--- src/design/puoo_pkg.sv ---
// Package for the permutation unrank operator order unit.
// Holds the input and result word types and fixed constants; no dependencies.
package puoo_pkg;

  localparam int RANK_W     = 63;
  localparam int NSIZE_W    = 5;
  localparam int OPVAL_W    = 5;
  localparam int POS_W      = 4;
  localparam int BIT_W      = $clog2(RANK_W);
  localparam int FLIP_BASE  = 2;

  typedef struct packed {
    logic [RANK_W-1:0]  rank;
    logic [NSIZE_W-1:0] stack_size;
  } in_t;

  typedef struct packed {
    logic [OPVAL_W-1:0] operator_value;
    logic [POS_W-1:0]   position;
    logic               last;
  } out_t;

endpackage

--- src/design/permutation_unrank_operator_order_unit.sv ---
// Permutation unrank operator order unit: turns a rank into an ordering of the
// flip operators 2..n by factorial-base unranking. Depends on puoo_pkg.
//
// Operation: an item with stack size n (saturated to MAX_STACK) has its n-1 digits
// worked out one after another in a one-bit-per-cycle restoring divider. Once the
// last digit is final, the n-1 results follow on consecutive cycles, and busy
// stays high from acceptance until the final result. A new word is accepted only
// while idle. A stack size below two yields no result and leaves the unit idle.
// The receiver cannot stall: each result is shown once.
// Reset (asynchronous, active low) returns the sequencer to idle and drops
// the result strobe; digit and datapath registers are not reset.
module permutation_unrank_operator_order_unit #(
  parameter int MAX_STACK = 16
) (
  input  logic           clk_i,
  input  logic           rst_ni,
  input  logic           start,
  output logic           busy,
  input  puoo_pkg::in_t  in_i,
  output logic           valid_o,
  output puoo_pkg::out_t out_o
);
  import puoo_pkg::*;

  // Number of digits at most, width of a digit or radix, width of a digit index.
  localparam int NDIG = MAX_STACK - 1;
  localparam int DW   = $clog2(MAX_STACK);
  localparam int IW   = $clog2(NDIG);
  localparam int SW   = 8;

  typedef enum logic [1:0] {
    ST_IDLE,
    ST_DIV,
    ST_EMIT
  } state_e;

  state_e            state_q;
  logic [RANK_W-1:0] quot_q;
  logic [DW-1:0]     rem_q;
  logic [DW-1:0]     radix_q;
  logic [BIT_W-1:0]  bit_q;
  logic [IW-1:0]     x_q;
  logic [IW-1:0]     last_q;
  logic [IW-1:0]     pos_q;
  logic [DW-1:0]     dig_q [NDIG];
  logic              valid_q;
  out_t              out_q;

  // Input decode: saturate the stack size and find the index of the final digit.
  logic [SW-1:0] nsat;
  logic [SW-1:0] nsat_m2;
  logic          accept;
  logic          too_small;

  always_comb begin
    nsat = {{(SW-NSIZE_W){1'b0}}, in_i.stack_size};
    if (nsat > SW'(MAX_STACK)) begin
      nsat = SW'(MAX_STACK);
    end
    nsat_m2   = nsat - SW'(2);
    too_small = (nsat < SW'(2));
    accept    = start && (state_q == ST_IDLE);
  end

  // The shared divider step: shift one quotient bit into the partial remainder,
  // subtract the radix when it fits.
  logic [DW:0]       shifted;
  logic              fits;
  logic [DW:0]       diff;
  logic [DW-1:0]     rem_next;
  logic [RANK_W-1:0] quot_next;
  logic              digit_done;

  always_comb begin
    shifted    = {rem_q, quot_q[RANK_W-1]};
    fits       = (shifted >= {1'b0, radix_q});
    diff       = shifted - {1'b0, radix_q};
    rem_next   = fits ? diff[DW-1:0] : shifted[DW-1:0];
    quot_next  = {quot_q[RANK_W-2:0], fits};
    digit_done = (bit_q == BIT_W'(RANK_W - 1));
  end

  // Once a digit is final, it is placed at its position and every later digit
  // at least as large moves up by one.
  logic [DW-1:0] dig_bumped [NDIG];

  always_comb begin
    for (int y = 0; y < NDIG; y++) begin
      dig_bumped[y] = dig_q[y];
      if (IW'(y) == x_q) begin
        dig_bumped[y] = rem_next;
      end else if ((IW'(y) > x_q) && (IW'(y) <= last_q) && (dig_q[y] >= rem_next)) begin
        dig_bumped[y] = dig_q[y] + DW'(1);
      end
    end
  end

  // Result formatting from the digit at the head of the shift line.
  logic [DW+OPVAL_W:0] opval_wide;
  logic [IW+POS_W-1:0] pos_wide;

  always_comb begin
    opval_wide = {{(OPVAL_W+1){1'b0}}, dig_q[0]} + (DW+OPVAL_W+1)'(FLIP_BASE);
    pos_wide   = {{POS_W{1'b0}}, pos_q};
  end

  always_ff @(posedge clk_i or negedge rst_ni) begin
    if (!rst_ni) begin
      state_q <= ST_IDLE;
      valid_q <= 1'b0;
    end else begin
      valid_q <= 1'b0;
      case (state_q)
        ST_IDLE: begin
          if (accept && !too_small) begin
            quot_q  <= in_i.rank;
            rem_q   <= '0;
            radix_q <= DW'(1);
            bit_q   <= '0;
            last_q  <= nsat_m2[IW-1:0];
            x_q     <= nsat_m2[IW-1:0];
            state_q <= ST_DIV;
          end
        end
        ST_DIV: begin
          if (digit_done) begin
            // Quotient becomes the rank for the next, wider radix.
            for (int y = 0; y < NDIG; y++) begin
              dig_q[y] <= dig_bumped[y];
            end
            quot_q     <= quot_next;
            rem_q      <= '0;
            radix_q    <= radix_q + DW'(1);
            bit_q      <= '0;
            if (x_q == '0) begin
              pos_q   <= '0;
              state_q <= ST_EMIT;
            end else begin
              x_q <= x_q - IW'(1);
            end
          end else begin
            quot_q <= quot_next;
            rem_q  <= rem_next;
            bit_q  <= bit_q + BIT_W'(1);
          end
        end
        ST_EMIT: begin
          valid_q              <= 1'b1;
          out_q.operator_value <= opval_wide[OPVAL_W-1:0];
          out_q.position       <= pos_wide[POS_W-1:0];
          out_q.last           <= (pos_q == last_q);
          for (int y = 0; y < NDIG - 1; y++) begin
            dig_q[y] <= dig_q[y+1];
          end
          pos_q <= pos_q + IW'(1);
          if (pos_q == last_q) begin
            state_q <= ST_IDLE;
          end
        end
        default: begin
          state_q <= ST_IDLE;
        end
      endcase
    end
  end

  assign busy    = (state_q != ST_IDLE);
  assign valid_o = valid_q;
  assign out_o   = out_q;

endmodule

--- config.mk ---
export PLATFORM = sky130hd
export DESIGN_NAME = permutation_unrank_operator_order_unit
export DESIGN_NICKNAME = d
export VERILOG_FILES = /design/src/design/puoo_pkg.sv /design/src/design/permutation_unrank_operator_order_unit.sv
export SDC_FILE = /design/constraint.sdc
export NUM_CORES = 1
export LEC_CHECK = 0
export ABC_AREA = 1
export BUFFER_PORTS_ARGS = -buffer_cell sky130_fd_sc_hd__buf_2
export CORE_UTILIZATION = 46
export DETAILED_ROUTE_END_ITERATION = 10
export PLACE_DENSITY_LB_ADDON = 0.3
export SYNTH_ARGS = -nofsm -noshare
export SYNTH_HDL_FRONTEND = slang
export SYNTH_SLANG_ARGS = --single-unit
--- constraint.sdc ---
create_clock -name clk_i -period 9.97 [get_ports clk_i]
set_clock_uncertainty 0.2 [all_clocks]
set_input_delay 1.4955 -clock clk_i [delete_from_list [all_inputs] [get_ports clk_i]]
set_output_delay 1.4955 -clock clk_i [all_outputs]
set_load 0.05 [all_outputs]
==> flow_metrics.env, run 1 <==
export IMPL_status="completed"
export IMPL_globalRouteOverflowTotal=0
export IMPL_clock_tree_htree_level_count=4
export IMPL_initial_core_util_pct=46.8
export IMPL_num_io_pins=83
export IMPL_worst_path_buf_inv=3
export IMPL_period_needed_ns=4.39
export IMPL_postSynthCellCount=1120
export IMPL_leading_register_cell_type_out_of_synthesis="edfxtp_1"
export IMPL_critPathMostFrequentCell="nand2_1"
export IMPL_syn_mean_instance_area_um2=8.76
export IMPL_hold_violations=0
export IMPL_synth_cell_area_um2=9810
export IMPL_worst_ir_drop_vdd_uv=155
export IMPL_place_detailed_hpwl_um=15600
export IMPL_floorplan_die_area_um2=21900
export IMPL_critical_path_cell_chain="inv_1 > ha_1 > a21oi_1 > nand2_1 > nand2_2 > nand2_4 > o21ai_1 > buf_4 > inv_1 > ha_1 > o21ai_0 > nand2_1 > nand2_1 > nand3_1 > nand2_1 > nand2_1 > nand2_1 > a21oi_1"
export IMPL_design_final_nets=1337
export IMPL_antennaDiodeCount=0
export IMPL_yosysMostFrequentCell="nand2_1"
export IMPL_data_required_critical_path_ns=9.85
export IMPL_postSynthRegisterBits=162
export IMPL_die_y_um=148
export IMPL_fin_util_pct=52.6
export IMPL_static_leakage_power_nw=4.95
export IMPL_place_inst=1449
export IMPL_crit_share_post_route_pct=44.0
export IMPL_worst_setup_path_start_kind="register"
export IMPL_tightest_slew_ns=0.920
export IMPL_drt_iter0_markers=592
export IMPL_critical_path_max_stage_delay_ns=0.51
export IMPL_totalWireLength_um=22600
export IMPL_synthTopCellsByArea="edfxtp_1, nand2_1, ha_1"
export IMPL_globalRouteTotalUtil_pct=21.7
export IMPL_achievable_frequency_mhz=228
export IMPL_num_vias=7700
export IMPL_worstSkewPairLatency_ns=0.44
export IMPL_cp_max_fo=19
export IMPL_gp_congestion=0.908
export IMPL_worst_slew_slack_as_a_fraction_of_its_limit_pct=38.7
export IMPL_highest_layer="met4"
export IMPL_tritoncts="yes"
export IMPL_route_detailed_drc=0
export IMPL_die_w_um=148
export IMPL_syn_to_final_growth_pct=12.4
export IMPL_clk_tree_root_cell="clkbuf_16"
export IMPL_end_kind="register"
export IMPL_worst_ep_arrival_time_ns=4.27
export IMPL_ctsResizeCount=0
export IMPL_wl_met3_um=1470
export IMPL_cap_viol_max_count=0
export IMPL_top_cells_by_instance_count_after_synthesis="nand2_1, edfxtp_1, inv_1, ha_1, o21ai_0"
export IMPL_netlist_cell_type_count=43
export IMPL_row_count=53
export IMPL_grt_first_pass_wirelength_um=36900
export IMPL_grt_setup_unrepaired="no"
export IMPL_cts_setup_buffers=0
export IMPL_critical_path_top_delay_family="compound AO/OA/AOI/OAI gates"
export IMPL_route_met2_wl_um=10600
export IMPL_count_of_hold_buffers_inserted_by_post_cts_repair=0
export IMPL_synth_top_cell_area_share_pct=48.7
export IMPL_detail_route_antenna_nets=0
export IMPL_critical_path_start_end_classification="register to register"
export IMPL_slew_violations=0
export IMPL_power_per_cell_area_nw_per_um2=285
export IMPL_clkTransAtPathRegs_ns=0.07
export IMPL_io_buffers=82
export IMPL_yosysWarnings=0
export IMPL_post_synth_top_area_cell="edfxtp_1"
export IMPL_synth_edf_count=159
export IMPL_ys_async_sr_fraction_pct=1.85
export IMPL_routed_via_density=5.20
export IMPL_largest_net_degree_at_the_start_of_global_routing=74
export IMPL_design_core_area_um2=21000
export IMPL_final_setup_fails=0
export IMPL_hold_path_class="register to register"
export IMPL_fin_cells=1481
export IMPL_yosysSeqAreaShare_pct=49.5
export IMPL_tritoncts_num_sinks=162
export IMPL_route_layer_met1_wl_um=10100
export IMPL_clk_path_buf_depth=2
export IMPL_synth_fp_nets=1264
export IMPL_fraction_of_final_layout_cells_sized_beyond_drive_strength_1_pct=11.9
export IMPL_first_global_vias=7439
export IMPL_cts_inserted_buffers=17
export IMPL_number_of_antenna_violations_at_the_first_check_in_global_routing=0
export IMPL_wl_per_cell_um=15.2
export IMPL_finalSetupTns_ns=0
export IMPL_critical_path_slowest_cell="o21ai_1"
export IMPL_drt_pass1_iterations=5
where the power goes:
part	switching [mW]	total (mW)	internal (mW)
clock network	0.292	0.616	0.324
registers	0.0835	1.08	0.995
logic	1.01	1.44	0.434
registers in the layout, summed over array words and instances, names as in the netlist, 6 cells and up:
signal,flops
quot_q,63
dig_q,60
out_o,10
bit_q,6
cells in the final DEF (no fill, tap or decap), types with 3 or more instances in the layout:
master     instances
a211oi_1           3
a21oi_1           40
a22oi_1           12
a31oi_1            3
buf_2             82
buf_4              7
clkbuf_16         17
clkinv_4           3
dfrtp_1            3
edfxtp_1         159
ha_1              72
inv_1            139
inv_2             10
inv_6              5
nand2_1          384
nand3_1           35
nand4_1            4
nor2_1            53
nor2_4             3
nor3_1             3
nor4_1             3
o211ai_1          11
o21a_1             3
o21ai_0           57
o21ai_1           10
o221ai_1          18
or2_2              4
xnor2_1           16
xor2_1            22
through the flow:
step / hold slack [ns] / instance area (um^2) / setup WS, ns / power [mW]
2_1_floorplan: 0.247 / 9810 / 3.38 / 2.13
3_3_place_gp: 0.298 / 10500 / 5.35 / 2.48
3_5_place_dp: 0.303 / 10500 / 5.31 / 2.54
4_1_cts: 0.313 / 11000 / 5.53 / 3.16
5_1_grt: 0.339 / 11000 / 5.21 / 3.41
6_report: 0.307 / 11000 / 5.58 / 3.14
cells by family (layout without fill, tap and decap cells):
| kind of cell | Yosys count | count (layout) | share of synthesized area, % |
|---|---|---|---|
| AOI/OAI and AO/OA | 165 | 165 | 10.1 |
| and+or+nand+nor | 498 | 498 | 20.3 |
| buffers and inverters | 184 | 270 | 7.29 |
| DFF | 162 | 162 | 49.5 |
| xor gates and xnor gates | 38 | 38 | 3.39 |
| adders and majority gates | 73 | 73 | 9.39 |
cell type report:
type,instances,area (um^2)
fillers,1911,9940
clock inverters,15,120
inverters,149,559
well taps,275,344
flip-flops and latches,162,4850
multi-input cells,774,4260
repair buffers,89,463
clock buffers,17,425
per-layer routing:
layer  vias to the layer above  track usage (%)
met5                         -                0
met4                         0             7.16
met3                        31             5.80
met2                       219             35.0
met1                      3570             28.1
li1                       3880                -
worst paths after layout:
check | startpoint | end | slack [ns] | cells after the start
min in group asynchronous | rst_ni | valid_o$_DFF_PN0_ | 0.68 | 1
worst max register to register | radix_q[2]$_SDFFCE_PN0P_ | dig_q[0][27]$_DFFE_PP_ | 5.58 | 18
worst min-delay path | state_q[0]$_DFFE_PN0P_ | valid_o$_DFF_PN0_ | 0.31 | 1
worst max-delay path | radix_q[2]$_SDFFCE_PN0P_ | dig_q[0][27]$_DFFE_PP_ | 5.58 | 18
max in group asynchronous | rst_ni | state_q[0]$_DFFE_PN0P_ | 8.74 | 1
worst min register to register | state_q[0]$_DFFE_PN0P_ | valid_o$_DFF_PN0_ | 0.31 | 1
(Power assumes the default switching activity.)
==> inputs of run 2 (changes only) <==
==> constraint.sdc (replaced) <==
create_clock -name clk_i -period 3.99 [get_ports clk_i]
set_clock_uncertainty 0.2 [all_clocks]
set_input_delay 0.5985 -clock clk_i [delete_from_list [all_inputs] [get_ports clk_i]]
set_output_delay 0.5985 -clock clk_i [all_outputs]
set_load 0.05 [all_outputs]
==> flow_metrics.env, run 2 (synthesized netlist as in run 1, its figures left out) <==
export IMPL_grt_setup_unrepaired="no"
export IMPL_commonest_non_fill_non_tap_cells_in_the_layout="nand2_1, edfxtp_1, inv_1"
export IMPL_status="completed"
export IMPL_data_required_critical_path_ns=3.88
export IMPL_hold_violations=0
export IMPL_final_setup_fails=0
export IMPL_critical_path_max_stage_delay_ns=0.42
export IMPL_num_vias=7716
export IMPL_end_kind="register"
export IMPL_multiInputGateArea_um2=4260
export IMPL_num_fill_cells=1940
export IMPL_die_y_um=148
export IMPL_syn_to_final_growth_pct=13.9
export IMPL_tritoncts_num_sinks=162
export IMPL_clk_tree_root_cell="clkbuf_16"
export IMPL_largest_net_degree_at_the_start_of_global_routing=74
export IMPL_critical_path_start_end_classification="register to register"
export IMPL_hold_path_class="input port to register"
export IMPL_routed_via_density=5.19
export IMPL_cap_viol_max_count=0
export IMPL_cts_setup_buffers=0
export IMPL_ff_latch_area_um2=4850
export IMPL_worst_ep_arrival_time_ns=3.36
export IMPL_crit_share_post_route_pct=86.9
export IMPL_slew_violations=0
export IMPL_place_detailed_hpwl_um=15600
export IMPL_worst_setup_path_start_kind="register"
export IMPL_drt_pass1_iterations=5
export IMPL_static_leakage_power_nw=5.02
export IMPL_leading_cell_type_in_the_layout_fill_and_taps_excluded="nand2_1"
export IMPL_drt_iter0_markers=634
export IMPL_period_needed_ns=3.47
export IMPL_cts_inserted_buffers=17
export IMPL_critical_path_top_delay_family="compound AO/OA/AOI/OAI gates"
export IMPL_floorplan_die_area_um2=21900
export IMPL_clock_tree_htree_level_count=4
export IMPL_design_final_nets=1343
export IMPL_largest_reg_flops=63
export IMPL_design_core_area_um2=21000
export IMPL_number_of_antenna_violations_at_the_first_check_in_global_routing=3
export IMPL_first_global_vias=7482
export IMPL_cp_max_fo=19
export IMPL_place_inst=1454
export IMPL_wl_per_cell_um=15.1
export IMPL_gp_congestion=0.872
export IMPL_critical_path_slowest_cell="edfxtp_1"
export IMPL_tightest_slew_ns=0.786
export IMPL_power_per_cell_area_nw_per_um2=715
export IMPL_globalRouteOverflowTotal=0
export IMPL_critical_path_cell_chain="inv_1 > ha_1 > a21oi_1 > nand2_1 > nand2_2 > nand2_4 > o21ai_0 > inv_2 > ha_1 > o21ai_0 > nand2_1 > o21ai_0 > inv_1 > nand2_1 > nand2_1 > nand2_1 > a21oi_1"
export IMPL_globalRouteTotalUtil_pct=21.4
export IMPL_detail_route_antenna_nets=0
export IMPL_achievable_frequency_mhz=288
export IMPL_critPathMostFrequentCell="nand2_1"
export IMPL_die_w_um=148
export IMPL_worst_path_buf_inv=3
export IMPL_row_count=53
export IMPL_initial_core_util_pct=46.8
export IMPL_clkTransAtPathRegs_ns=0.08
export IMPL_worst_ir_drop_vdd_uv=420
export IMPL_grt_first_pass_wirelength_um=36900
export IMPL_totalWireLength_um=22500
export IMPL_antennaDiodeCount=0
export IMPL_worst_slew_slack_as_a_fraction_of_its_limit_pct=46.9
export IMPL_tritoncts="yes"
export IMPL_largest_register="quot_q"
export IMPL_route_detailed_drc=0
export IMPL_fraction_of_final_layout_cells_sized_beyond_drive_strength_1_pct=12.5
export IMPL_num_io_pins=83
export IMPL_clk_path_buf_depth=2
export IMPL_fin_cells=1487
export IMPL_worstSkewPairLatency_ns=0.44
export IMPL_io_buffers=82
export IMPL_finalSetupTns_ns=0
-- run 2: power by group --
group          total, mW  internal, mW  switching [mW]  leakage, nW
registers           2.69          2.48           0.208         1.51
clock network       1.68         0.861           0.820        0.304
logic               3.62          1.13            2.49         3.20
-- run 2: layer usage --
metal / track usage (%) / up-vias / wire (um)
li1: - / 3898 / -
met1: 26.9 / 3516 / 9810
met2: 35.5 / 250 / 10600
met3: 5.19 / 46 / 1540
met4: 8.20 / 6 / 515
met5: 0 / - / 34
-- run 2: timing repair --
item                                    CTS  global route
hold buffers                              1             0
gates resized for setup                   0             1
hold endpoints to repair                  3             0
endpoints found under the setup margin    0             4
-- run 2: metrics by stage --
stage	cell area (um^2)	setup slack [ns]	hold WS (ns)	power (mW)	utilization, %
after floorplan	9810	0.336	0.103	5.31	-
after global placement	10500	0.463	0.234	6.23	50.2
after detailed placement	10500	0.358	0.233	6.33	50.2
after CTS	11200	0.341	0.202	8.04	53.3
after global routing	11200	0.148	0.216	8.68	53.3
final	11200	0.522	0.215	7.99	53.3
-- run 2: final cells by class --
class,count,share of cell area [%]
clock inverters,15,1.89
repair buffers,95,4.68
inverters,149,5.01
clock buffers,17,3.81
well taps,275,3.08
flip-flops and latches,162,43.4
multi-input cells,774,38.1
-- run 2: worst register-to-register path, cell delays in order (launching register included) --
cell and delay, ns:
edfxtp_1 0.42, inv_1 0.08, ha_1 0.26, a21oi_1 0.18, nand2_1 0.09, nand2_2 0.10, nand2_4 0.08, o21ai_0 0.27
inv_2 0.26, ha_1 0.35, o21ai_0 0.07, nand2_1 0.08, o21ai_0 0.08, inv_1 0.06, nand2_1 0.05, nand2_1 0.05
nand2_1 0.04, a21oi_1 0.39
-- run 2: path summary, 6_finish.rpt --
| path | startpoint | end | slack, ns | depth (start not counted) |
|---|---|---|---|---|
| min in group asynchronous | rst_ni | valid_o$_DFF_PN0_ | 0.31 | 2 |
| worst min-delay path | in_i[22] | quot_q[17]$_DFFE_PP_ | 0.21 | 3 |
| worst max register to register | radix_q[2]$_SDFFCE_PN0P_ | dig_q[0][27]$_DFFE_PP_ | 0.52 | 17 |
| max in group asynchronous | rst_ni | state_q[1]$_DFFE_PN0P_ | 3.13 | 2 |
| worst min register to register | state_q[0]$_DFFE_PN0P_ | valid_o$_DFF_PN0_ | 0.29 | 1 |
| worst max-delay path | radix_q[2]$_SDFFCE_PN0P_ | dig_q[0][27]$_DFFE_PP_ | 0.52 | 17 |
==> inputs of run 3 (changes only) <==
--- a/config.mk
+++ b/config.mk
@@ -10,6 +10,7 @@
 export CORE_UTILIZATION = 46
 export DETAILED_ROUTE_END_ITERATION = 10
 export PLACE_DENSITY_LB_ADDON = 0.3
+export RECOVER_POWER = 100
 export SYNTH_ARGS = -nofsm -noshare
 export SYNTH_HDL_FRONTEND = slang
 export SYNTH_SLANG_ARGS = --single-unit
==> flow_metrics.env, run 3 (synthesized netlist as in run 1, its figures left out) <==
export IMPL_status="completed"
export IMPL_worst_slew_slack_as_a_fraction_of_its_limit_pct=7.85
export IMPL_detail_route_antenna_nets=0
export IMPL_drt_iter0_markers=588
export IMPL_fraction_of_final_layout_cells_sized_beyond_drive_strength_1_pct=10.2
export IMPL_clock_tree_htree_level_count=4
export IMPL_largest_register="quot_q"
export IMPL_routed_via_density=5.17
export IMPL_number_of_antenna_violations_at_the_first_check_in_global_routing=2
export IMPL_end_kind="register"
export IMPL_achievable_frequency_mhz=282
export IMPL_tritoncts_num_sinks=162
export IMPL_pre_cts_slack_ns=0.358
export IMPL_period_needed_ns=3.55
export IMPL_cp_max_fo=27
export IMPL_worst_setup_path_start_kind="register"
export IMPL_critical_path_start_end_classification="register to register"
export IMPL_place_detailed_hpwl_um=15600
export IMPL_critical_path_slowest_cell="buf_4"
export IMPL_grt_setup_unrepaired="no"
export IMPL_rr_startpoint="radix_q[2]$_SDFFCE_PN0P_"
export IMPL_cap_viol_max_count=0
export IMPL_critPathMostFrequentCell="nand2_1"
export IMPL_die_y_um=148
export IMPL_timing_rr_end="dig_q[0][27]$_DFFE_PP_"
export IMPL_worst_ir_drop_vdd_uv=418
export IMPL_power_per_cell_area_nw_per_um2=714
export IMPL_design_core_area_um2=21000
export IMPL_globalRouteOverflowTotal=0
export IMPL_clkTransAtPathRegs_ns=0.08
export IMPL_finalSetupTns_ns=0
export IMPL_static_leakage_power_nw=4.95
export IMPL_commonest_non_fill_non_tap_cells_in_the_layout="nand2_1, edfxtp_1, inv_1"
export IMPL_tritoncts="yes"
export IMPL_crit_share_post_route_pct=88.9
export IMPL_row_count=53
export IMPL_critical_path_top_delay_family="compound AO/OA/AOI/OAI gates"
export IMPL_r2r_cells=17
export IMPL_clk_path_buf_depth=2
export IMPL_design_final_nets=1343
export IMPL_largest_reg_flops=63
export IMPL_tightest_slew_ns=1.38
export IMPL_route_detailed_drc=0
export IMPL_hold_path_class="input port to register"
export IMPL_critical_path_startpoint="radix_q[2]$_SDFFCE_PN0P_"
export IMPL_final_worst_slack_ns=0.441
export IMPL_worstSkewPairLatency_ns=0.44
export IMPL_worst_path_stages=17
export IMPL_leading_cell_type_in_the_layout_fill_and_taps_excluded="nand2_1"
export IMPL_worst_ep_arrival_time_ns=3.44
export IMPL_die_w_um=148
export IMPL_drt_pass1_iterations=5
export IMPL_hold_violations=0
export IMPL_critical_path_max_stage_delay_ns=0.43
export IMPL_totalWireLength_um=22500
export IMPL_grt_first_pass_wirelength_um=36900
export IMPL_cts_inserted_buffers=17
export IMPL_cts_setup_buffers=0
export IMPL_largest_net_degree_at_the_start_of_global_routing=74
export IMPL_num_io_pins=83
export IMPL_wl_per_cell_um=15.1
export IMPL_r2r_slack_ns=0.44
export IMPL_antennaDiodeCount=0
export IMPL_io_buffers=82
export IMPL_final_setup_fails=0
export IMPL_worst_path_buf_inv=4
export IMPL_clk_tree_root_cell="clkbuf_16"
export IMPL_gp_congestion=0.872
export IMPL_critical_path_endpoint="dig_q[0][27]$_DFFE_PP_"
export IMPL_fin_cells=1487
export IMPL_initial_core_util_pct=46.8
export IMPL_critical_path_cell_chain="inv_1 > ha_1 > a21oi_1 > nand2_1 > nand2_1 > nand2_4 > o21ai_0 > buf_4 > ha_1 > inv_1 > nand2_1 > o21ai_0 > inv_1 > nand2_1 > nand2_1 > nand2_1 > a21oi_1"
export IMPL_data_required_critical_path_ns=3.88
export IMPL_floorplan_die_area_um2=21900
export IMPL_first_global_vias=7482
export IMPL_globalRouteTotalUtil_pct=21.4
export IMPL_place_inst=1454
export IMPL_slew_violations=0
export IMPL_syn_to_final_growth_pct=13.2
export IMPL_num_vias=7685
## run 3: changes by cell type in the layout (fill, tap and decap cells not counted), moves of 4 or more
cell / change
buf_4: -5
o21ai_0: +9
inv_1: +4
inv_2: -4
o21ai_1: -8
buf_2: -14
clkbuf_1: +17
## run 3: worst min path at each step
stage	cells past startpoint	startpoint	end	slack, ns
2_1_floorplan	0	rst_ni	state_q[0]$_DFFE_PN0P_	0.10
3_3_place_gp	1	rst_ni	valid_o$_DFF_PN0_	0.23
3_5_place_dp	1	rst_ni	valid_o$_DFF_PN0_	0.23
4_1_cts	3	in_i[56]	quot_q[51]$_DFFE_PP_	0.20
5_1_grt	3	in_i[17]	quot_q[12]$_DFFE_PP_	0.22
6_report	3	in_i[22]	quot_q[17]$_DFFE_PP_	0.22
## run 3: area by class of cell
cell class / instances / area [um^2]
clock inverter: 15 / 211
timing repair buffer: 95 / 477
clock buffer: 17 / 425
multi-input combinational: 774 / 4230
fill: 1964 / 9860
tap: 275 / 344
sequential: 162 / 4850
inverter: 149 / 559
## run 3: power breakdown
part | internal, mW | switching, mW
Clock | 0.861 | 0.822
Sequential | 2.49 | 0.204
Combinational | 1.08 | 2.47
## run 3: layer usage
layer	share of wire [%]	up-vias	global-route usage, %
li1	-	3892	-
met3	6.3	43	5.19
met1	44	3531	26.9
met2	47	215	35.5
met4	2.2	4	8.20
met5	0.10	-	0
## run 3: stage by stage
stage | util, % | hold WS (ns) | total power, mW | instance area, um^2
floorplan | - | 0.103 | 5.31 | 9810
global placement | 50.2 | 0.234 | 6.23 | 10500
detailed placement | 50.2 | 0.233 | 6.33 | 10500
CTS | 53.3 | 0.202 | 8.04 | 11200
global route | 53.0 | 0.216 | 8.61 | 11100
finish | 53.0 | 0.216 | 7.93 | 11100
## run 3: what timing repair did
action,CTS,global route
gates resized for setup,0,1
hold buffers,1,0
endpoints found under the hold margin,3,0
setup endpoints to repair,0,4
## run 3: tightest hold or removal path, stage by stage
cell     delay, ns
buf_2         0.07
nand2_1       0.04
nand2_1       0.04
